`config.mk`:
```
export PLATFORM = sky130hd
export DESIGN_NAME = adc_moving_average_monitor_top
export DESIGN_NICKNAME = d
export VERILOG_FILES = /design/src/hdl/adcma_pkg.sv /design/src/hdl/adc_moving_average_monitor_top.sv
export SDC_FILE = /design/constraint.sdc
export NUM_CORES = 1
export LEC_CHECK = 0
export BUFFER_PORTS_ARGS = -buffer_cell sky130_fd_sc_hd__buf_2
export CAP_MARGIN = 20
export CORE_ASPECT_RATIO = 0.6
export CORE_MARGIN = 1
export CORE_UTILIZATION = 30
export CTS_CLUSTER_DIAMETER = 100
export DETAILED_ROUTE_END_ITERATION = 10
export HOLD_SLACK_MARGIN = 0.03
export SETUP_SLACK_MARGIN = 0.2
export SLEW_MARGIN = 20
export SYNTH_ARGS = -nofsm -noshare
export SYNTH_HDL_FRONTEND = slang
export SYNTH_SLANG_ARGS = --single-unit
```
`constraint.sdc`:
```
create_clock -name clock -period 5.5 [get_ports clock]
set_input_delay 0.55 -clock clock [delete_from_list [all_inputs] [get_ports clock]]
set_output_delay 0.55 -clock clock [all_outputs]
set_load 0.1 [all_outputs]
```
`src/hdl/adcma_pkg.sv`:
```
// Shared widths and constants for the ADC moving-average monitor.
package adcma_pkg;

   localparam int SAMPLE_W = 12;
   localparam int AVG_W    = 14;
   localparam int MV_W     = 17;
   localparam int WIN_W    = 7;
   localparam int PTR_W    = 6;
   localparam int DIFF_W   = SAMPLE_W + 1;
   localparam int SUM_W    = AVG_W + 1;
   localparam int SCALE_W  = 13;
   localparam int MV_SHIFT = 10;
   localparam int CNT_W    = 4;

   localparam int MAX_WINDOW = 64;

   localparam logic [WIN_W-1:0]   WIN_RESET = 7'd4;
   localparam logic [WIN_W-1:0]   WIN_MIN   = 7'd1;
   localparam logic [WIN_W-1:0]   WIN_MAX   = 7'(MAX_WINDOW);
   localparam logic [SCALE_W-1:0] MV_SCALE  = 13'd4705;

   localparam logic signed [SUM_W-1:0] AVG_MIN = -15'sd4096;
   localparam logic signed [SUM_W-1:0] AVG_MAX = 15'sd8191;

   localparam logic [CNT_W-1:0] DIV_LAST = 4'(SAMPLE_W - 1);
   localparam logic [CNT_W-1:0] MUL_LAST = 4'(SCALE_W - 1);

endpackage

```
`src/hdl/adc_moving_average_monitor_top.sv`:
```
// ADC moving-average monitor: ring of samples, serial divide, serial scale to millivolts.
// Sequence: a priming request goes from acceptance straight to the bit-serial multiply by
// the millivolt scale; a later request passes an operand state, a bit-serial divide by the
// window, an accumulate state and then the bit-serial multiply by the millivolt scale.
// A new request is taken only in idle, once the last result has been passed to the output.
// Synchronous active-high reset clears control state and loads a window of 4.
module adc_moving_average_monitor_top
   import adcma_pkg::*;
(
   input  logic                       clock,
   input  logic                       reset,
   input  logic                       req_valid,
   output logic                       req_ready,
   input  logic [SAMPLE_W-1:0]        req_sample,
   output logic                       rsp_valid,
   input  logic                       rsp_ready,
   output logic signed [AVG_W-1:0]    rsp_average,
   output logic signed [MV_W-1:0]     rsp_voltage_mv,
   input  logic                       csr_we,
   input  logic [WIN_W-1:0]           csr_wdata
);

   typedef enum logic [2:0] {
      ST_IDLE,
      ST_LOAD,
      ST_DIV,
      ST_SUM,
      ST_MUL,
      ST_FIN
   } state_type;

   state_type                 state_ff, state_in;
   logic [WIN_W-1:0]          win_ff, win_in;
   logic                      primed_ff, primed_in;
   logic                      wrapped_ff, wrapped_in;
   logic [PTR_W-1:0]          ptr_ff, ptr_in;
   logic [SAMPLE_W-1:0]       prime_ff, prime_in;
   logic [SAMPLE_W-1:0]       samp_ff, samp_in;
   logic                      sel_ff, sel_in;
   logic signed [AVG_W-1:0]   avg_ff, avg_in;
   logic                      neg_ff, neg_in;
   logic [SAMPLE_W-1:0]       quo_ff, quo_in;
   logic [PTR_W-1:0]          rem_ff, rem_in;
   logic [CNT_W-1:0]          cnt_ff, cnt_in;
   logic signed [SUM_W-1:0]   hi_ff, hi_in;
   logic [SCALE_W-1:0]        lo_ff, lo_in;
   logic                      rsp_valid_ff, rsp_valid_in;
   logic signed [AVG_W-1:0]   rsp_avg_ff, rsp_avg_in;
   logic signed [MV_W-1:0]    rsp_mv_ff, rsp_mv_in;

   logic [SAMPLE_W-1:0]       mem [MAX_WINDOW];
   logic [SAMPLE_W-1:0]       rd_ff;

   logic [WIN_W-1:0]          weff;
   logic [SAMPLE_W-1:0]       oldest;
   logic signed [DIFF_W-1:0]  diff;
   logic [WIN_W-1:0]          shifted;
   logic [WIN_W:0]            trial;
   logic signed [DIFF_W-1:0]  quo_s;
   logic signed [SUM_W-1:0]   sum;
   logic signed [SUM_W-1:0]   hi_sum;
   logic [WIN_W-1:0]          ptr_inc;
   logic                      accept;

   assign req_ready      = (state_ff == ST_IDLE);
   assign accept         = req_valid && req_ready;
   assign rsp_valid      = rsp_valid_ff;
   assign rsp_average    = rsp_avg_ff;
   assign rsp_voltage_mv = rsp_mv_ff;

   always_comb begin
      state_in     = state_ff;
      win_in       = win_ff;
      primed_in    = primed_ff;
      wrapped_in   = wrapped_ff;
      ptr_in       = ptr_ff;
      prime_in     = prime_ff;
      samp_in      = samp_ff;
      sel_in       = sel_ff;
      avg_in       = avg_ff;
      neg_in       = neg_ff;
      quo_in       = quo_ff;
      rem_in       = rem_ff;
      cnt_in       = cnt_ff;
      hi_in        = hi_ff;
      lo_in        = lo_ff;
      rsp_valid_in = rsp_valid_ff;
      rsp_avg_in   = rsp_avg_ff;
      rsp_mv_in    = rsp_mv_ff;

      if (win_ff == '0) begin
         weff = WIN_MIN;
      end else if (win_ff > WIN_MAX) begin
         weff = WIN_MAX;
      end else begin
         weff = win_ff;
      end

      ptr_inc = {1'b0, ptr_ff} + 7'd1;
      oldest  = sel_ff ? rd_ff : prime_ff;
      diff    = $signed({1'b0, samp_ff}) - $signed({1'b0, oldest});
      shifted = {rem_ff, quo_ff[SAMPLE_W-1]};
      trial   = {1'b0, shifted} - {1'b0, weff};
      quo_s   = neg_ff ? -$signed({1'b0, quo_ff}) : $signed({1'b0, quo_ff});
      sum     = SUM_W'(avg_ff) + SUM_W'(quo_s);
      hi_sum  = hi_ff + (MV_SCALE[cnt_ff] ? SUM_W'(avg_ff) : '0);

      if (rsp_valid_ff && rsp_ready) begin
         rsp_valid_in = 1'b0;
      end

      case (state_ff)
         ST_IDLE: begin
            if (req_valid) begin
               samp_in = req_sample;
               cnt_in  = '0;
               if (!primed_ff) begin
                  avg_in     = $signed({2'b00, req_sample});
                  prime_in   = req_sample;
                  primed_in  = 1'b1;
                  ptr_in     = '0;
                  wrapped_in = 1'b0;
                  hi_in      = '0;
                  state_in   = ST_MUL;
               end else begin
                  sel_in = wrapped_ff;
                  if (ptr_inc >= weff) begin
                     ptr_in     = '0;
                     wrapped_in = 1'b1;
                  end else begin
                     ptr_in = ptr_inc[PTR_W-1:0];
                  end
                  state_in = ST_LOAD;
               end
            end
         end
         ST_LOAD: begin
            neg_in   = diff[DIFF_W-1];
            quo_in   = diff[DIFF_W-1] ? SAMPLE_W'(-diff) : SAMPLE_W'(diff);
            rem_in   = '0;
            cnt_in   = '0;
            state_in = ST_DIV;
         end
         ST_DIV: begin
            rem_in = trial[WIN_W] ? shifted[PTR_W-1:0] : trial[PTR_W-1:0];
            quo_in = {quo_ff[SAMPLE_W-2:0], ~trial[WIN_W]};
            cnt_in = cnt_ff + 4'd1;
            if (cnt_ff == DIV_LAST) begin
               state_in = ST_SUM;
            end
         end
         ST_SUM: begin
            if (sum < AVG_MIN) begin
               avg_in = AVG_MIN[AVG_W-1:0];
            end else if (sum > AVG_MAX) begin
               avg_in = AVG_MAX[AVG_W-1:0];
            end else begin
               avg_in = sum[AVG_W-1:0];
            end
            hi_in    = '0;
            cnt_in   = '0;
            state_in = ST_MUL;
         end
         ST_MUL: begin
            hi_in  = hi_sum >>> 1;
            lo_in  = {hi_sum[0], lo_ff[SCALE_W-1:1]};
            cnt_in = cnt_ff + 4'd1;
            if (cnt_ff == MUL_LAST) begin
               state_in = ST_FIN;
            end
         end
         ST_FIN: begin
            if (!rsp_valid_ff || rsp_ready) begin
               rsp_valid_in = 1'b1;
               rsp_avg_in   = avg_ff;
               rsp_mv_in    = {hi_ff[AVG_W-1:0], lo_ff[SCALE_W-1:MV_SHIFT]};
               state_in     = ST_IDLE;
            end
         end
         default: begin
            state_in = ST_IDLE;
         end
      endcase

      if (csr_we) begin
         win_in     = csr_wdata;
         primed_in  = 1'b0;
         ptr_in     = '0;
         wrapped_in = 1'b0;
      end
   end

   always_ff @(posedge clock) begin
      if (reset) begin
         state_ff     <= ST_IDLE;
         win_ff       <= WIN_RESET;
         primed_ff    <= 1'b0;
         wrapped_ff   <= 1'b0;
         ptr_ff       <= '0;
         avg_ff       <= '0;
         rsp_valid_ff <= 1'b0;
      end else begin
         state_ff     <= state_in;
         win_ff       <= win_in;
         primed_ff    <= primed_in;
         wrapped_ff   <= wrapped_in;
         ptr_ff       <= ptr_in;
         avg_ff       <= avg_in;
         rsp_valid_ff <= rsp_valid_in;
      end
      prime_ff   <= prime_in;
      samp_ff    <= samp_in;
      sel_ff     <= sel_in;
      neg_ff     <= neg_in;
      quo_ff     <= quo_in;
      rem_ff     <= rem_in;
      cnt_ff     <= cnt_in;
      hi_ff      <= hi_in;
      lo_ff      <= lo_in;
      rsp_avg_ff <= rsp_avg_in;
      rsp_mv_ff  <= rsp_mv_in;
   end

   // read-before-write: rd_ff holds the sample being displaced
   always_ff @(posedge clock) begin
      if (accept && primed_ff) begin
         mem[ptr_ff] <= req_sample;
      end
      rd_ff <= mem[ptr_ff];
   end

`ifndef SYNTHESIS
   a_ptr_in_window: assert property (@(posedge clock) disable iff (reset)
      primed_ff |-> ({1'b0, ptr_ff} < weff))
      else $error("slot pointer outside window");

   a_avg_range: assert property (@(posedge clock) disable iff (reset)
      $signed(SUM_W'(avg_ff)) >= AVG_MIN)
      else $error("average below saturation floor");

   a_rem_below_win: assert property (@(posedge clock) disable iff (reset)
      (state_ff == ST_SUM) |-> ({1'b0, rem_ff} < weff))
      else $error("divider remainder not below window");

   a_cfg_unprimes: assert property (@(posedge clock) disable iff (reset)
      csr_we |=> (!primed_ff && ptr_ff == '0))
      else $error("configuration write did not restart priming");
`endif

endmodule
```
==> results.md <==
- Net switching power: between 4 and 5 mW
- Area growth syn-to-layout: 15.2%
- Total length of routed wires: ~98 mm
- Number of synthesized register bits: a little over 900
- Fraction of the cycle the final worst path needs: 0.876
- Worst-margin pin slew: 1.20 ns
- Post-layout net count: 2,466
- Sort of element at the end of the critical path: flip-flop
- Placement Rows: 97
- Gp weighted congestion: 0.850
- Timing endpoint of the critical path: avg_ff[0]
- Initial cell density of the core: 0.305
- Maximum number of pins on one net before global-route repair: 78
- Endpoint of the lowest-slack register-to-register path: avg_ff[0]
- # fillers: 11,038
- Worst Setup Slack post-DPL: 0.863 ns
- Hold_buf cts: 0
- Avg Synthesized Cell Area: 15.8 um^2
- Footprint of the multi-input gates: 8390 um^2
- Internal power consumption: 11.9 mW
- Register area share after synthesis: 0.750
- H-Tree Depth: 3
- Post-detail-place hpwl: 60.5 mm
- Share of cells above drive strength 1: 0.135
- Mapped Cells: 2,262
- Via total after detailed routing: 21,587
- Number of global-route vias before repair: between 20,000 and 25,000
- Max rail drop VDD: 0.000220 V
- Clock buffer count from CTS: 84
- Met2 Wirelength: 39.7 mm
- Flop pwr share: 0.503
- PnR Total Power: ~16 mW
- Static power due to leakage: 13.2 nW
- Combinational Power Share: 0.132
- Clock edge transition at the registers on the reported setup and hold paths: 0.07 ns
- Post-synthesis compound-gate area fraction: 0.135
- Top achievable clock speed: 0.208 GHz
- Initial antenna violation count: 4
- Remaining max-slew budget at the tightest pin: 0.197
- Clock tree from TritonCTS: done
- Final setup TNS: 0 ns
- DR WL/cell: around 24 um
- Number of cells on the worst reg-to-reg path: 16
- Maximum buffer depth of the clock tree: 3
- Uppermost layer routed: met4
- Number of warnings issued by yosys: 0
- Post-route setup slack: 0.684 ns
- DP Area: 38,500 um^2
- Main combinational cell family by area after synthesis: compound AO/OA/AOI/OAI gates
- Detailed-routed wire length on met3: 10.5 mm
- CTS Sinks: 910
- Clock latency on the worst-skew pair: 0.69 ns
- Worst EP required: 6.04 ns
- Synthesized-area fraction occupied by and/or/nand/nor cells: 0.0500
- Relative contribution of the clock network to total power: 0.365
- Met1 wire length: 46.4 mm
- FFs w/ async S/R, synth: 0
- Post-synth cell types: 68
- Max Clock Skew: 0.0593 ns
- Type of the worst min-delay path: primary input to flip-flop
- Floorplan die area: 121,000 um^2
- Post-CTS Repair Setup Buffers: 0
- Unrepaired setup endpoints after global routing: false
- Start point of the critical path: quo_ff[0]
- Cell area after synthesis: 35,800 um^2
- Parity-gate share of the synthesized area counting xor and xnor cells: 0.0141
- Count of unresolved DRC violations after routing: 0
- Start-to-end type of the worst setup path: flip-flop to flip-flop
- Time the worst path needs with I/O delays and setup: 4.82 ns
- Final-report setup violation count: 0
- Chip Width: around 450 um
- Worst-case register-to-register setup slack: 0.68 ns
- Power Dens Cells: 390 nW/um^2
- Wire length of the first global-routing pass: 143 mm
- Standard cell core area: 118,000 um^2
- # placed instances: 3,871
- Count of placed standard cells in the final layout, fillers left out: 4,028
- Result of the run: finished, final reports clean
- Number of gates resized after cts: 0
- Length of the first detailed-routing pass in iterations: 5
- Total GRT Usage: 0.160
- Final Slew Violations: 0
- Number of primary I/O pins: 57
- Number of flops mapped to enable cells by yosys: 864
- Switching power as a share of total power: 0.260
- Mux share of post-synthesis cell area: 0.00800
- Number of endpoints with negative hold slack in the final report: 0
- ANT nets after route: 0
- Iteration-0 DRC Markers: 2,705
- Design Area, Final: 41,300 um^2
- Crit path arrival time: 5.36 ns
- Synthesized-area fraction occupied by adder cells: 0.0246
- Congestion Overflow GR: 0
- Post-synth net total: 2,354
- Startpoint of the worst-slack reg-to-reg timing path: quo_ff[0]
- FF/Latch Area: 26,900 um^2
- Master cell of the clock root buffer: clkbuf_16
- Die Height: between 200 and 300 um
- Dominant register cell in the synthesized netlist: edfxtp_1
- Average vias per placed instance: roughly 5.4
- Maximum net fanout on the critical path: 12
- Port Buffers: 56
- Reported max-cap violation count: 0
- Worst setup SP type: flip-flop
## final cells by class
class	count	share of cell area
sequential	910	0.651
multi-input combinational	1182	0.203
inverter	42	0.00382
clock inverter	47	0.0122
tap	1584	0.0480
timing repair buffer	154	0.0266
clock buffer	108	0.0546
antenna	1	0.0000607
## synth_stat cells, types with 22 or more instances
| cell type | instances | area [um^2] |
|---|---|---|
| edfxtp_1 | 864 | 25900 |
| a22oi_1 | 243 | 1820 |
| nor2_1 | 141 | 529 |
| clkbuf_1 | 101 | 379 |
| a22o_1 | 72 | 631 |
| a21oi_1 | 71 | 355 |
| a221oi_1 | 71 | 622 |
| a31oi_1 | 71 | 444 |
| ha_1 | 64 | 801 |
| nand2_1 | 59 | 221 |
| dfxtp_1 | 46 | 921 |
| inv_1 | 42 | 158 |
| o21ai_0 | 42 | 210 |
| nand4_1 | 33 | 206 |
| xnor2_1 | 29 | 254 |
| mux2i_1 | 26 | 260 |
| xor2_1 | 26 | 228 |
| buf_1 | 23 | 86.3 |
| nand3_1 | 22 | 110 |
## metal layers
layer,vias to the layer above,GRT usage
met3,126,0.0482
met5,-,0
li1,9380,-
met4,0,0.0338
met2,1013,0.215
met1,11068,0.250
## layout by cell type (no fill, tap or decap), types with 29 or more instances in the layout
| cell | count |
|---|---|
| ha_1 | 64 |
| nand4_1 | 33 |
| clkbuf_16 | 84 |
| a22oi_1 | 243 |
| inv_1 | 42 |
| dfxtp_1 | 46 |
| a31oi_1 | 70 |
| edfxtp_1 | 864 |
| buf_4 | 91 |
| nor2_1 | 126 |
| buf_2 | 56 |
| o21ai_0 | 41 |
| a21oi_1 | 71 |
| nand2_1 | 59 |
| xnor2_1 | 29 |
| a221oi_1 | 71 |
| a22o_1 | 72 |
## kinds of logic after synthesis
kind of cell             Yosys count
flip-flops                       910
AO/OA/AOI/OAI                    665
XOR/XNOR                          56
adder cells (fa/ha/maj)           68
buffers and inverters            170
multiplexers                      28
AND/OR/NAND/NOR                  365
## power groups by stage
stage,logic [mW],registers [mW],clock network (mW)
after detailed placement,2.08,8.25,0
after CTS,2.10,8.10,5.96
final,2.12,8.10,5.87
after global routing,2.33,8.13,6.23
after floorplan,1.48,8.26,0
after global placement,2.06,8.25,0
## flip-flops by register name, indices dropped and copies added, names as in the netlist, 12 cells and up, named ones only
signal / count
avg_ff: 14
prime_ff: 12
samp_ff: 12
hi_ff: 14
rsp_voltage_mv: 17
rd_ff: 12
quo_ff: 12
rsp_average: 14
mem: 768
## worst max-delay path, cell delays in order (launching register included)
cell and delay (ns):
edfxtp_1 0.47, inv_1 0.09, ha_1 0.15, nand2_1 0.06, or3_1 0.35, or3_1 0.40
o31ai_1 0.29, xnor2_1 0.16, ha_1 0.30, and3_1 0.24, and3_1 0.19, a32o_1 0.28
a21oi_1 0.23, or4b_1 0.46, o211ai_1 0.47, o21ai_0 0.24, a211oi_1 0.27
## stage by stage
step / hold WS [ns] / utilization
5_1_grt: 0.106 / 0.351
3_5_place_dp: 0.429 / 0.327
4_1_cts: 0.0828 / 0.351
6_report: 0.124 / 0.351
2_1_floorplan: 0.400 / -
3_3_place_gp: 0.404 / 0.327
## worst min-delay path by stage
stage                       startpoint                 to  slack (ns)  cells after the start
after floorplan              lo_ff[10]  rsp_voltage_mv[0]        0.40                      0
after global placement       lo_ff[10]  rsp_voltage_mv[0]        0.40                      0
after detailed placement     lo_ff[10]  rsp_voltage_mv[0]        0.43                      0
after CTS                 csr_wdata[6]          win_ff[6]        0.08                      3
after global routing      csr_wdata[2]          win_ff[2]        0.11                      2
final                     csr_wdata[6]          win_ff[6]        0.12                      3
Power figures use the tool's default switching activity.
